$ cat src/design/i2cem_pkg.sv
// ----------------------------------------------------------------------------
// I2C EEPROM sequencer package
// Shared types and codes for the I2C EEPROM byte write and random read master.
// ----------------------------------------------------------------------------
`timescale 1ns / 1ps
`default_nettype none

package i2cem_pkg;

   // Request kinds carried in the input beat.
   typedef enum logic [1:0] {
      KIND_TICK  = 2'd0,
      KIND_WRITE = 2'd1,
      KIND_READ  = 2'd2
   } kind_type;

   // Configuration register indexes.
   localparam int CSR_INDEX_WIDTH = 1;
   localparam int CSR_DATA_WIDTH  = 24;

   typedef enum logic [CSR_INDEX_WIDTH-1:0] {
      CSR_DEVICE_ADDRESS   = 1'b0,
      CSR_WRITE_WAIT_TICKS = 1'b1
   } csr_index_type;

   // Register reset values.
   localparam logic [6:0]  DEVICE_ADDRESS_RESET   = 7'h50;
   localparam logic [23:0] WRITE_WAIT_TICKS_RESET = 24'd100000;

   // Last bit position of a byte, most significant bit first.
   localparam logic [2:0] BIT_LAST = 3'd7;

   // Sequencer phases, one-hot.
   typedef enum logic [13:0] {
      PH_IDLE      = 14'b00000000000001,
      PH_SEND_DEV  = 14'b00000000000010,
      PH_ACK_DEV   = 14'b00000000000100,
      PH_SEND_ADDR = 14'b00000000001000,
      PH_ACK_ADDR  = 14'b00000000010000,
      PH_SEND_DATA = 14'b00000000100000,
      PH_ACK_DATA  = 14'b00000001000000,
      PH_RESTART   = 14'b00000010000000,
      PH_SEND_RDEV = 14'b00000100000000,
      PH_ACK_RDEV  = 14'b00001000000000,
      PH_READ      = 14'b00010000000000,
      PH_NACK      = 14'b00100000000000,
      PH_STOP      = 14'b01000000000000,
      PH_WAIT      = 14'b10000000000000
   } phase_type;

   // Input beat.
   typedef struct packed {
      logic [1:0] kind;
      logic [7:0] mem_address;
      logic [7:0] write_data;
      logic       sda_in;
   } req_payload_type;

   // Result beat.
   typedef struct packed {
      logic       scl;
      logic       sda_drive;
      logic       busy_res;
      logic       done_res;
      logic [7:0] read_data;
      logic       rejected;
   } rsp_payload_type;

   // Configuration handed to the sequencer.
   typedef struct packed {
      logic [6:0]  device_address;
      logic [23:0] write_wait_ticks;
   } cfg_type;

endpackage

`default_nettype wire

$ cat src/design/i2cem_seq.sv
// ----------------------------------------------------------------------------
// I2C EEPROM line sequencer
// Holds the transaction state and advances one line step for each beat.
// ----------------------------------------------------------------------------
`timescale 1ns / 1ps
`default_nettype none

module i2cem_seq (
   input  wire logic                      clock,
   input  wire logic                      reset,
   input  wire logic                      step,
   input  wire i2cem_pkg::req_payload_type req,
   input  wire i2cem_pkg::cfg_type        cfg,
   output i2cem_pkg::rsp_payload_type     rsp
);
   import i2cem_pkg::*;

   phase_type   phase_ff, phase_in;
   logic [2:0]  bit_index_ff, bit_index_in;
   logic [7:0]  shift_byte_ff, shift_byte_in;
   logic [23:0] wait_count_ff, wait_count_in;
   logic        is_read_ff, is_read_in;
   logic [7:0]  latched_address_ff, latched_address_in;
   logic [7:0]  latched_data_ff, latched_data_in;
   logic [7:0]  read_byte_ff, read_byte_in;
   logic        scl_ff, scl_in;
   logic        sda_ff, sda_in;
   logic        done;
   logic        rejected;
   logic        request;

   assign request = (req.kind == KIND_WRITE) || (req.kind == KIND_READ);

   // Next-state logic for one line step.
   always_comb begin
      phase_in           = phase_ff;
      bit_index_in       = bit_index_ff;
      shift_byte_in      = shift_byte_ff;
      wait_count_in      = wait_count_ff;
      is_read_in         = is_read_ff;
      latched_address_in = latched_address_ff;
      latched_data_in    = latched_data_ff;
      read_byte_in       = read_byte_ff;
      scl_in             = scl_ff;
      sda_in             = sda_ff;
      done               = 1'b0;
      rejected           = 1'b0;

      if (request && (phase_ff == PH_IDLE)) begin
         // Start condition: SDA falls while SCL stays high.
         latched_address_in = req.mem_address;
         latched_data_in    = req.write_data;
         is_read_in         = (req.kind == KIND_READ);
         scl_in             = 1'b1;
         sda_in             = 1'b0;
         phase_in           = PH_SEND_DEV;
         shift_byte_in      = {cfg.device_address, 1'b0};
         bit_index_in       = 3'd0;
      end else begin
         rejected = request;
         case (phase_ff)
            PH_SEND_DEV, PH_SEND_ADDR, PH_SEND_DATA, PH_SEND_RDEV: begin
               if (scl_ff) begin
                  scl_in = 1'b0;
                  sda_in = shift_byte_ff[~bit_index_ff];
               end else begin
                  scl_in = 1'b1;
                  if (bit_index_ff == BIT_LAST) begin
                     bit_index_in = 3'd0;
                     case (phase_ff)
                        PH_SEND_DEV:  phase_in = PH_ACK_DEV;
                        PH_SEND_ADDR: phase_in = PH_ACK_ADDR;
                        PH_SEND_DATA: phase_in = PH_ACK_DATA;
                        default:      phase_in = PH_ACK_RDEV;
                     endcase
                  end else begin
                     bit_index_in = bit_index_ff + 3'd1;
                  end
               end
            end
            PH_ACK_DEV, PH_ACK_ADDR, PH_ACK_DATA, PH_ACK_RDEV: begin
               if (bit_index_ff == 3'd0) begin
                  scl_in       = 1'b0;
                  sda_in       = 1'b1;
                  bit_index_in = 3'd1;
               end else if (bit_index_ff == 3'd1) begin
                  scl_in       = 1'b1;
                  bit_index_in = 3'd2;
               end else if (!req.sda_in) begin
                  // Acknowledge seen: move on, lines unchanged.
                  bit_index_in = 3'd0;
                  case (phase_ff)
                     PH_ACK_DEV: begin
                        phase_in      = PH_SEND_ADDR;
                        shift_byte_in = latched_address_ff;
                     end
                     PH_ACK_ADDR: begin
                        if (is_read_ff) begin
                           phase_in = PH_RESTART;
                        end else begin
                           phase_in      = PH_SEND_DATA;
                           shift_byte_in = latched_data_ff;
                        end
                     end
                     PH_ACK_DATA: begin
                        phase_in = PH_STOP;
                     end
                     default: begin
                        phase_in     = PH_READ;
                        read_byte_in = 8'd0;
                     end
                  endcase
               end
            end
            PH_RESTART: begin
               if (bit_index_ff == 3'd0) begin
                  scl_in       = 1'b0;
                  sda_in       = 1'b1;
                  bit_index_in = 3'd1;
               end else if (bit_index_ff == 3'd1) begin
                  scl_in       = 1'b1;
                  bit_index_in = 3'd2;
               end else begin
                  sda_in        = 1'b0;
                  phase_in      = PH_SEND_RDEV;
                  shift_byte_in = {cfg.device_address, 1'b1};
                  bit_index_in  = 3'd0;
               end
            end
            PH_READ: begin
               if (scl_ff) begin
                  scl_in = 1'b0;
                  sda_in = 1'b1;
               end else begin
                  scl_in = 1'b1;
                  if (req.sda_in) begin
                     read_byte_in[~bit_index_ff] = 1'b1;
                  end
                  if (bit_index_ff == BIT_LAST) begin
                     phase_in     = PH_NACK;
                     bit_index_in = 3'd0;
                  end else begin
                     bit_index_in = bit_index_ff + 3'd1;
                  end
               end
            end
            PH_NACK: begin
               if (bit_index_ff == 3'd0) begin
                  scl_in       = 1'b0;
                  sda_in       = 1'b1;
                  bit_index_in = 3'd1;
               end else begin
                  scl_in       = 1'b1;
                  phase_in     = PH_STOP;
                  bit_index_in = 3'd0;
               end
            end
            PH_STOP: begin
               if (bit_index_ff == 3'd0) begin
                  scl_in       = 1'b0;
                  sda_in       = 1'b0;
                  bit_index_in = 3'd1;
               end else if (bit_index_ff == 3'd1) begin
                  scl_in       = 1'b1;
                  bit_index_in = 3'd2;
               end else begin
                  sda_in       = 1'b1;
                  bit_index_in = 3'd0;
                  if (is_read_ff) begin
                     phase_in = PH_IDLE;
                     done     = 1'b1;
                  end else begin
                     phase_in      = PH_WAIT;
                     wait_count_in = cfg.write_wait_ticks;
                  end
               end
            end
            PH_WAIT: begin
               // The EEPROM write cycle runs down before the block frees.
               if (wait_count_ff == 24'd0) begin
                  phase_in = PH_IDLE;
                  done     = 1'b1;
               end else begin
                  wait_count_in = wait_count_ff - 24'd1;
               end
            end
            default: begin
               phase_in = PH_IDLE;
            end
         endcase
      end
   end

   // State registers, advanced once per processed beat.
   always_ff @(posedge clock) begin
      if (reset) begin
         phase_ff           <= PH_IDLE;
         bit_index_ff       <= 3'd0;
         shift_byte_ff      <= 8'd0;
         wait_count_ff      <= 24'd0;
         is_read_ff         <= 1'b0;
         latched_address_ff <= 8'd0;
         latched_data_ff    <= 8'd0;
         read_byte_ff       <= 8'd0;
         scl_ff             <= 1'b1;
         sda_ff             <= 1'b1;
      end else if (step) begin
         phase_ff           <= phase_in;
         bit_index_ff       <= bit_index_in;
         shift_byte_ff      <= shift_byte_in;
         wait_count_ff      <= wait_count_in;
         is_read_ff         <= is_read_in;
         latched_address_ff <= latched_address_in;
         latched_data_ff    <= latched_data_in;
         read_byte_ff       <= read_byte_in;
         scl_ff             <= scl_in;
         sda_ff             <= sda_in;
      end
   end

   // Result beat taken from the state after this step.
   always_comb begin
      rsp.scl       = scl_in;
      rsp.sda_drive = sda_in;
      rsp.busy_res  = (phase_in != PH_IDLE);
      rsp.done_res  = done;
      rsp.read_data = read_byte_in;
      rsp.rejected  = rejected;
   end

endmodule

`default_nettype wire

$ cat src/design/i2c_eeprom_master_sequencer_top.sv
// ----------------------------------------------------------------------------
// I2C EEPROM master sequencer
// Byte write and random read master for a serial EEPROM, one line step a beat.
// ----------------------------------------------------------------------------
//
//   Port group   Direction   Handshake          Contents
//   req_*        in          valid / stall      kind, address, data, SDA sample
//   rsp_*        out         valid / stall      SCL, SDA, busy, done, read data
//   csr_*        in          write enable only  device address, write wait
//
// One beat is accepted in every cycle unless req_stall holds it; each beat gives
// one result beat, passing through the input register and then the result register.
// The sequencer state moves only when a beat passes from the input register
// into the result register, so a stalled result holds back the state.
// Reset is synchronous and returns the lines to released high and idle.
// While the result waits, one further beat is taken into the input register.
//
`timescale 1ns / 1ps
`default_nettype none

module i2c_eeprom_master_sequencer_top (
   input  wire logic                                      clock,
   input  wire logic                                      reset,
   input  wire logic                                      req_valid,
   output logic                                           req_stall,
   input  wire i2cem_pkg::req_payload_type                req_payload,
   output logic                                           rsp_valid,
   input  wire logic                                      rsp_stall,
   output i2cem_pkg::rsp_payload_type                     rsp_payload,
   input  wire logic                                      csr_write,
   input  wire logic [i2cem_pkg::CSR_INDEX_WIDTH-1:0]     csr_index,
   input  wire logic [i2cem_pkg::CSR_DATA_WIDTH-1:0]      csr_data
);
   import i2cem_pkg::*;

   logic            in_valid_ff;
   req_payload_type in_payload_ff;
   logic            out_valid_ff;
   rsp_payload_type out_payload_ff;
   cfg_type         cfg_ff;
   rsp_payload_type result;
   logic            advance;

   // A held beat moves on when the result register is free or draining.
   assign advance   = in_valid_ff && (!out_valid_ff || !rsp_stall);
   assign req_stall = in_valid_ff && !advance;

   // Configuration registers.
   always_ff @(posedge clock) begin
      if (reset) begin
         cfg_ff.device_address   <= DEVICE_ADDRESS_RESET;
         cfg_ff.write_wait_ticks <= WRITE_WAIT_TICKS_RESET;
      end else if (csr_write) begin
         case (csr_index)
            CSR_DEVICE_ADDRESS:   cfg_ff.device_address   <= csr_data[6:0];
            CSR_WRITE_WAIT_TICKS: cfg_ff.write_wait_ticks <= csr_data[23:0];
            default: ;
         endcase
      end
   end

   // Input register.
   always_ff @(posedge clock) begin
      if (reset) begin
         in_valid_ff <= 1'b0;
      end else if (!req_stall) begin
         in_valid_ff <= req_valid;
      end
   end

   always_ff @(posedge clock) begin
      if (req_valid && !req_stall) begin
         in_payload_ff <= req_payload;
      end
   end

   i2cem_seq u_seq (
      .clock (clock),
      .reset (reset),
      .step  (advance),
      .req   (in_payload_ff),
      .cfg   (cfg_ff),
      .rsp   (result)
   );

   // Result register.
   always_ff @(posedge clock) begin
      if (reset) begin
         out_valid_ff <= 1'b0;
      end else if (advance) begin
         out_valid_ff <= 1'b1;
      end else if (!rsp_stall) begin
         out_valid_ff <= 1'b0;
      end
   end

   always_ff @(posedge clock) begin
      if (advance) begin
         out_payload_ff <= result;
      end
   end

   assign rsp_valid   = out_valid_ff;
   assign rsp_payload = out_payload_ff;

endmodule

`default_nettype wire

$ cat config.mk
export PLATFORM = sky130hd
export DESIGN_NAME = i2c_eeprom_master_sequencer_top
export DESIGN_NICKNAME = d
export VERILOG_FILES = /design/src/design/i2cem_pkg.sv /design/src/design/i2cem_seq.sv /design/src/design/i2c_eeprom_master_sequencer_top.sv
export SDC_FILE = /design/constraint.sdc
export NUM_CORES = 1
export LEC_CHECK = 0
export ABC_AREA = 1
export BUFFER_PORTS_ARGS = -buffer_cell sky130_fd_sc_hd__buf_2
export CORE_ASPECT_RATIO = 0.5
export CORE_UTILIZATION = 30
export CTS_BUF_LIST = sky130_fd_sc_hd__clkbuf_8
export DETAILED_ROUTE_END_ITERATION = 12
export GPL_ROUTABILITY_DRIVEN = 0
export SYNTH_ARGS = -nofsm -noshare
export SYNTH_HDL_FRONTEND = slang
export SYNTH_HIERARCHICAL = 1
export SYNTH_SLANG_ARGS = --single-unit
$ cat constraint.sdc
create_clock -name clock -period 2.75 [get_ports clock]
set_input_delay 0.4125 -clock clock [delete_from_list [all_inputs] [get_ports clock]]
set_output_delay 0.4125 -clock clock [all_outputs]
set_load 0.02 [all_outputs]
==> impl_metrics.tcl, run 1 <==
set metrics [dict create \
    synthAdderAreaFrac 0.01054 \
    violations "design-rule violations" \
    rsz0062_at_grt "false" \
    cts_setup_buffers 0 \
    hold_viol_final 0 \
    finalNetCount 1064 \
    synth_edf_count 32 \
    start_util 0.3094 \
    period_share 0.9279 \
    fillers 2380 \
    sw_frac_of_total 0.2587 \
    num_vias 6333 \
    path_class "reg -> reg" \
    pwr-share-clk 0.414 \
    synth-seq-cells 141 \
    cp.required_ns 3.08 \
    grt_overflow_total 0 \
    cts_resized 0 \
    ys_types 47 \
    power_frac_seq 0.488 \
    mostFrequentLayoutCell "nand2_1" \
    core-area_um2 23030 \
    yosysWarnings 6 \
    grt_pass1_wl_um 29040 \
    async_reset_ff_frac 0 \
    mostFrequentLayoutCells "nand2_1 (157), nor2_1 (153), dfxtp_1 (109)" \
    syn_area_um2 7126 \
    setup_slack_ns 0.1982 \
    wirelength_um 17530 \
    min_period_ns 2.552 \
    cp_max_fo 8 \
    clockBufferDepth 2 \
    path_cells "inv_1 -> ha_1 -> inv_1 -> nor2_2 -> nor2_4 -> nand2_1 -> inv_1 -> nand4_1 -> nor2_2 -> a21oi_1 -> nor2_1 -> a211oi_1" \
    post-dp-hpwl_um 12630 \
    drt-vias-per-instance 4.762 \
    fp.dieH_um 111.0 \
    tritoncts "yes" \
    p_sw_mw 1.204 \
    p_int_mw 3.448 \
    ys_seq_area_frac 0.4411 \
    holdCritPathClass "in -> reg" \
    ir_worst_vdd_mv 0.3273 \
    track_usage 0.1487 \
    synth_area_per_cell_um2 7.422 \
    firstDrtPassIters 9 \
    status "finished with violations" \
    clock_sinks 141 \
    clk_latency_ns 0.46 \
    crit_arrival_ns 2.88 \
    wl_per_cell_um 13.18 \
    cts_root_buf "clkbuf_8" \
    rows 39 \
    drt_iter0_drc 564 \
    rrSetupSlack_ns 0.20 \
    setup_tns_ns 0 \
    holdBufCountCts 0 \
    syn_inst 960 \
    regArea_um2 3143 \
    synth_top_family_by_area "simple AND/OR/NAND/NOR gates" \
    cp-start-kind "flip-flop" \
    drcViolationCount 4 \
    area_growth_pct 13.57 \
    synth_mux_area_frac 0.01106 \
    synthXorXnorAreaFrac 0.009833 \
    synth_compound_area_frac 0.1556 \
    grt_max_degree 39 \
    cp_slowest_cell "dfxtp_1" \
    pwr_density_cell_nw_per_um2 574.8 \
    worst_pin_slew_ns 0.9422 \
    multi_input_area_um2 3292 \
    portBuffers 63 \
    cp_common_cell "inv_1" \
    fmax_mhz 391.9 \
    max_stage_delay_ns 0.52 \
    setup_viol 0 \
    drive_above_1_share 0.1624 \
    die_x_um 220.0 \
    place_ws_ns 0.2639 \
    synth_ff_type "dfxtp_1" \
    power_mw 4.652 \
    antenna_found_initial 1 \
    grt_pass1_vias 5920 \
    htree_levels 4 \
    synthSimpleGateAreaFrac 0.2745 \
    path_clk_slew_ns 0.08 \
    cts_inserted_buffers 17 \
    ant_nets 0 \
    slew_headroom 0.3719 \
    io_pins 64 \
    die_area_um2 24410 \
    p_leak_nw 3.511 \
    drv_cap 0 \
    report.final.slew_viol_count 0 \
    fin_skew_ns 0.01384 \
    combPwrFrac 0.098 \
    synth_nets 1015 \
    crit_path_end_kind "flip-flop" \
]
[synthesized netlist by cell type (2+ instances only)]
library cell	count	area, um^2
nand4_1	11	68.82
a21oi_1	55	275.3
xnor2_1	3	26.28
nand2_2	11	68.82
o21ai_0	92	460.4
inv_1	104	390.4
nor2_1	153	574.3
nor2_4	2	22.52
nand3_1	66	330.3
mux2_2	7	78.83
nand2_1	157	589.3
o22ai_1	4	25.02
buf_1	4	15.01
nor4_1	2	12.51
dfxtp_1	109	2182
o21ai_2	2	17.52
nor2_2	12	75.07
nand2_4	4	45.04
ha_1	6	75.07
or2_2	4	25.02
xor2_1	5	43.79
a211oi_1	10	75.07
a31oi_1	19	118.9
inv_2	10	37.54
nand3_2	3	30.03
edfxtp_1	32	960.9
o211ai_1	6	45.04
buf_4	6	45.04
nor2_8	2	40.04
o21ai_1	7	35.03
clkbuf_1	15	56.30
buf_6	9	101.4
buf_2	7	35.03
nor3_1	8	40.04
[power groups by stage]
stage               Sequential, mW  Combinational, mW  Clock (mW)
floorplan                     2.31              0.335           0
global placement              2.32              0.444           0
detailed placement            2.32              0.453           0
CTS                           2.27              0.455        1.97
global route                  2.28              0.511        2.06
finish                        2.27              0.454        1.93
[critical path, delay by kind of cell, from the launching register on]
family	cells	cell delay [ns]
flip-flops	1	0.52
adder cells (fa/ha/maj)	1	0.24
AO/OA/AOI/OAI	2	0.17
AND/OR/NAND/NOR	6	1.12
buffers and inverters	3	0.37
[per-layer routing]
metal  part of all wire  vias to the layer above  track usage
li1                   -                     3254            -
met1               0.49                     2935       0.2029
met2               0.44                      125       0.2264
met3              0.056                       19      0.04005
met4              0.013                        0      0.04736
met5                  0                        -            0
[state kept, by name, indices dropped and copies added, names as in the netlist, 3 cells and up]
register and cells:
cfg_ff 31, u_seq/phase_ff 14, u_seq/latched_address_ff 8, u_seq/latched_data_ff 8
u_seq/shift_byte_ff 8, u_seq/wait_count_ff 24, rsp_payload 13, in_payload_ff 19
u_seq/bit_index_ff 3, u_seq/read_byte_ff 8
[per-stage QoR]
step                      cells  hold slack [ns]  area (um^2)    util
final                      1330           0.1271         8093  0.3514
after global routing       1329           0.1001         8090  0.3513
after CTS                  1329           0.1019         8090  0.3513
after detailed placement   1297           0.4400         7639  0.3316
after global placement     1297           0.4313         7639  0.3316
after floorplan             960           0.4233         7126       -
[final cells by class]
cell class	instances	area share
multi-input cells	662	0.4068
inverters	115	0.05396
repair buffers	72	0.04731
flip-flops and latches	141	0.3884
clock buffers	17	0.02891
diodes	1	0.0003092
well taps	307	0.04746
clock inverters	15	0.02690
[logic make-up after synthesis]
family,after synthesis
flops,141
simple gates,439
xor+xnor,8
compound gates,202
mux,7
fa+ha+maj,6
buf+inv,157
[path summary, 6_finish.rpt]
kind | to | cells past startpoint | startpoint
setup reg to reg | u_seq/read_byte_ff[5] | 12 | u_seq/bit_index_ff[0]
hold reg to reg | u_seq/latched_data_ff[6] | 2 | u_seq/latched_data_ff[6]
hold / removal | in_payload_ff[0] | 1 | req_payload[0]
setup / recovery | u_seq/read_byte_ff[5] | 12 | u_seq/bit_index_ff[0]
Note: power is estimated with default switching activity, not from simulation.
==> run 2, diff against run 1 <==
clock period = 2.4 ns   (was 2.75 ns; I/O delays follow)
==> run 2 against run 1 <==
Compared with the run above: the flow still finishes with violations (design-rule violations); hold slack got worse by 0.043 ns; sequential power up 15%; core utilization is 0.54 points higher; cell count is 0.90% higher; via count up 0.60%; clock-buffer cell count up 1; power increased by 15%; non-clock buffer count is 11 higher; combinational power increased by 18%; fmax up 17%; flip-flop and latch count unchanged; clock skew up 0.0021 ns; critical endpoint is now rsp_payload[10]; largest cell class unchanged.
==> impl_metrics.tcl, run 2 (synthesis results as in run 1) <==
set metrics [dict create \
    status "finished with violations" \
    violations "design-rule violations" \
    setup_viol 0 \
    rrSetupSlack_ns 0.21 \
    reg_top3 "cfg_ff x31, u_seq/wait_count_ff x24, in_payload_ff x19" \
    cp.required_ns 2.60 \
    report.final.slew_viol_count 0 \
    sw_frac_of_total 0.2532 \
    stdcell_count 1342 \
    rsz0062_at_grt "false" \
    wirelength_um 17590 \
    p_int_mw 3.999 \
    area_growth_pct 15.31 \
    portBuffers 63 \
    cts_inserted_buffers 17 \
    largest_reg_flops 31 \
    finalNetCount 1075 \
    route.met3.wl_um 928 \
    grt_overflow_total 0 \
    slew_headroom 0.5214 \
    crit_arrival_ns 2.39 \
    setup_tns_ns 0 \
    drcViolationCount 4 \
    mostFrequentLayoutCells "nand2_1 (157), nor2_1 (152), dfxtp_1 (109)" \
    die_x_um 220.0 \
    rows 39 \
    start_util 0.3094 \
    die_area_um2 24410 \
    core-area_um2 23030 \
    htree_levels 4 \
    pwr-share-clk 0.414 \
    place_ws_ns 0.1527 \
    holdCritPathClass "in -> reg" \
    placed_area_um2 7721 \
    cp_common_cell "nand2_1" \
    wl_per_cell_um 13.11 \
    r2r-end "rsp_payload[10]" \
    path_class "reg -> reg" \
    worst_pin_slew_ns 0.7171 \
    mostFrequentLayoutCell "nand2_1" \
    rr_startpoint "u_seq/phase_ff[11]" \
    post-place-cells 1308 \
    clock_sinks 141 \
    wl_met2_um 7654 \
    period_share 0.9118 \
    cp_slowest_cell "dfxtp_1" \
    setup_slack_ns 0.2117 \
    max_stage_delay_ns 0.42 \
    ir_worst_vdd_mv 0.2773 \
    critPathBufInv 1 \
    path_cells "nor2_2 -> nand2_2 -> nor2_4 -> buf_4 -> nand2_1 -> nand2_2 -> nor2_8 -> nand2_1 -> nor3_1 -> a21o_1 -> nand2_1" \
    fmax_mhz 457.0 \
    endpoint "rsp_payload[10]" \
    utilization 0.3567 \
    cp_max_fo 10 \
    crit_path_end_kind "flip-flop" \
    pwr_density_cell_nw_per_um2 651.6 \
    crit_start "u_seq/phase_ff[11]" \
    tritoncts "yes" \
    fillers 2418 \
    drt-vias-per-instance 4.747 \
    crit_family "simple AND/OR/NAND/NOR gates" \
    cp.depth 11 \
    top_layer "met4" \
    clk_latency_ns 0.45 \
    combPwrFrac 0.100 \
    hold_viol_final 0 \
    reg2reg_depth 11 \
    power_mw 5.354 \
    cts_root_buf "clkbuf_8" \
    p_leak_nw 3.597 \
    drt-met1-wl_um 8735 \
    power_frac_seq 0.486 \
    regMostFlops "cfg_ff" \
    io_pins 64 \
    grt_pass1_wl_um 29390 \
    whs_ns 0.08454 \
    p_sw_mw 1.355 \
    track_usage 0.1500 \
    min_period_ns 2.188 \
    clockBufferDepth 2 \
    grt_pass1_vias 5970 \
    num_vias 6371 \
    final_area_um2 8217 \
    cp-start-kind "flip-flop" \
    drv_cap 0 \
    fp.dieH_um 111.0 \
    path_clk_slew_ns 0.08 \
    drive_above_1_share 0.1742 \
    firstDrtPassIters 9 \
    ant_nets 0 \
    fin_skew_ns 0.01589 \
    drt_iter0_drc 506 \
    post-dp-hpwl_um 12810 \
    antenna_found_initial 1 \
    grt_max_degree 39 \
]
==> run 2: worst min path at each step <==
stage | slack (ns) | start | cells past startpoint | endpoint
5_1_grt | 0.04 | req_payload[10] | 1 | in_payload_ff[10]
3_3_place_gp | 0.43 | u_seq/latched_address_ff[6] | 2 | u_seq/latched_address_ff[6]
3_5_place_dp | 0.44 | u_seq/latched_address_ff[4] | 2 | u_seq/latched_address_ff[4]
6_report | 0.08 | req_payload[9] | 1 | in_payload_ff[9]
2_1_floorplan | 0.42 | cfg_ff[28] | 2 | cfg_ff[28]
4_1_cts | 0.06 | req_payload[8] | 1 | in_payload_ff[8]
==> run 2: power groups by stage <==
stage	sequential (mW)	combinational (mW)	clock (mW)
finish	2.60	0.537	2.21
global route	2.62	0.607	2.37
CTS	2.60	0.537	2.27
detailed placement	2.66	0.535	0
global placement	2.66	0.523	0
floorplan	2.65	0.384	0
==> run 2: area by class of cell <==
cell class | instances | area (um^2) | area share
multi-input cells | 662 | 3317 | 0.4037
flip-flops and latches | 141 | 3143 | 0.3825
repair buffers | 83 | 469.2 | 0.05710
inverters | 115 | 436.7 | 0.05314
well taps | 307 | 384.1 | 0.04675
clock buffers | 18 | 247.7 | 0.03015
clock inverters | 14 | 214.0 | 0.02604
diodes | 2 | 5.005 | 0.0006091
==> run 2: timing repair <==
action	in CTS	in global routing
hold buffers	0	0
hold endpoints to repair	0	0
setup buffers	0	0
setup endpoints to repair	0	38
resized for setup	0	9
==> run 2: layer usage <==
layer,GRT usage,vias up
li1,-,3272
met1,0.2037,2934
met2,0.2262,141
met3,0.04198,24
met4,0.05241,0
met5,0,-
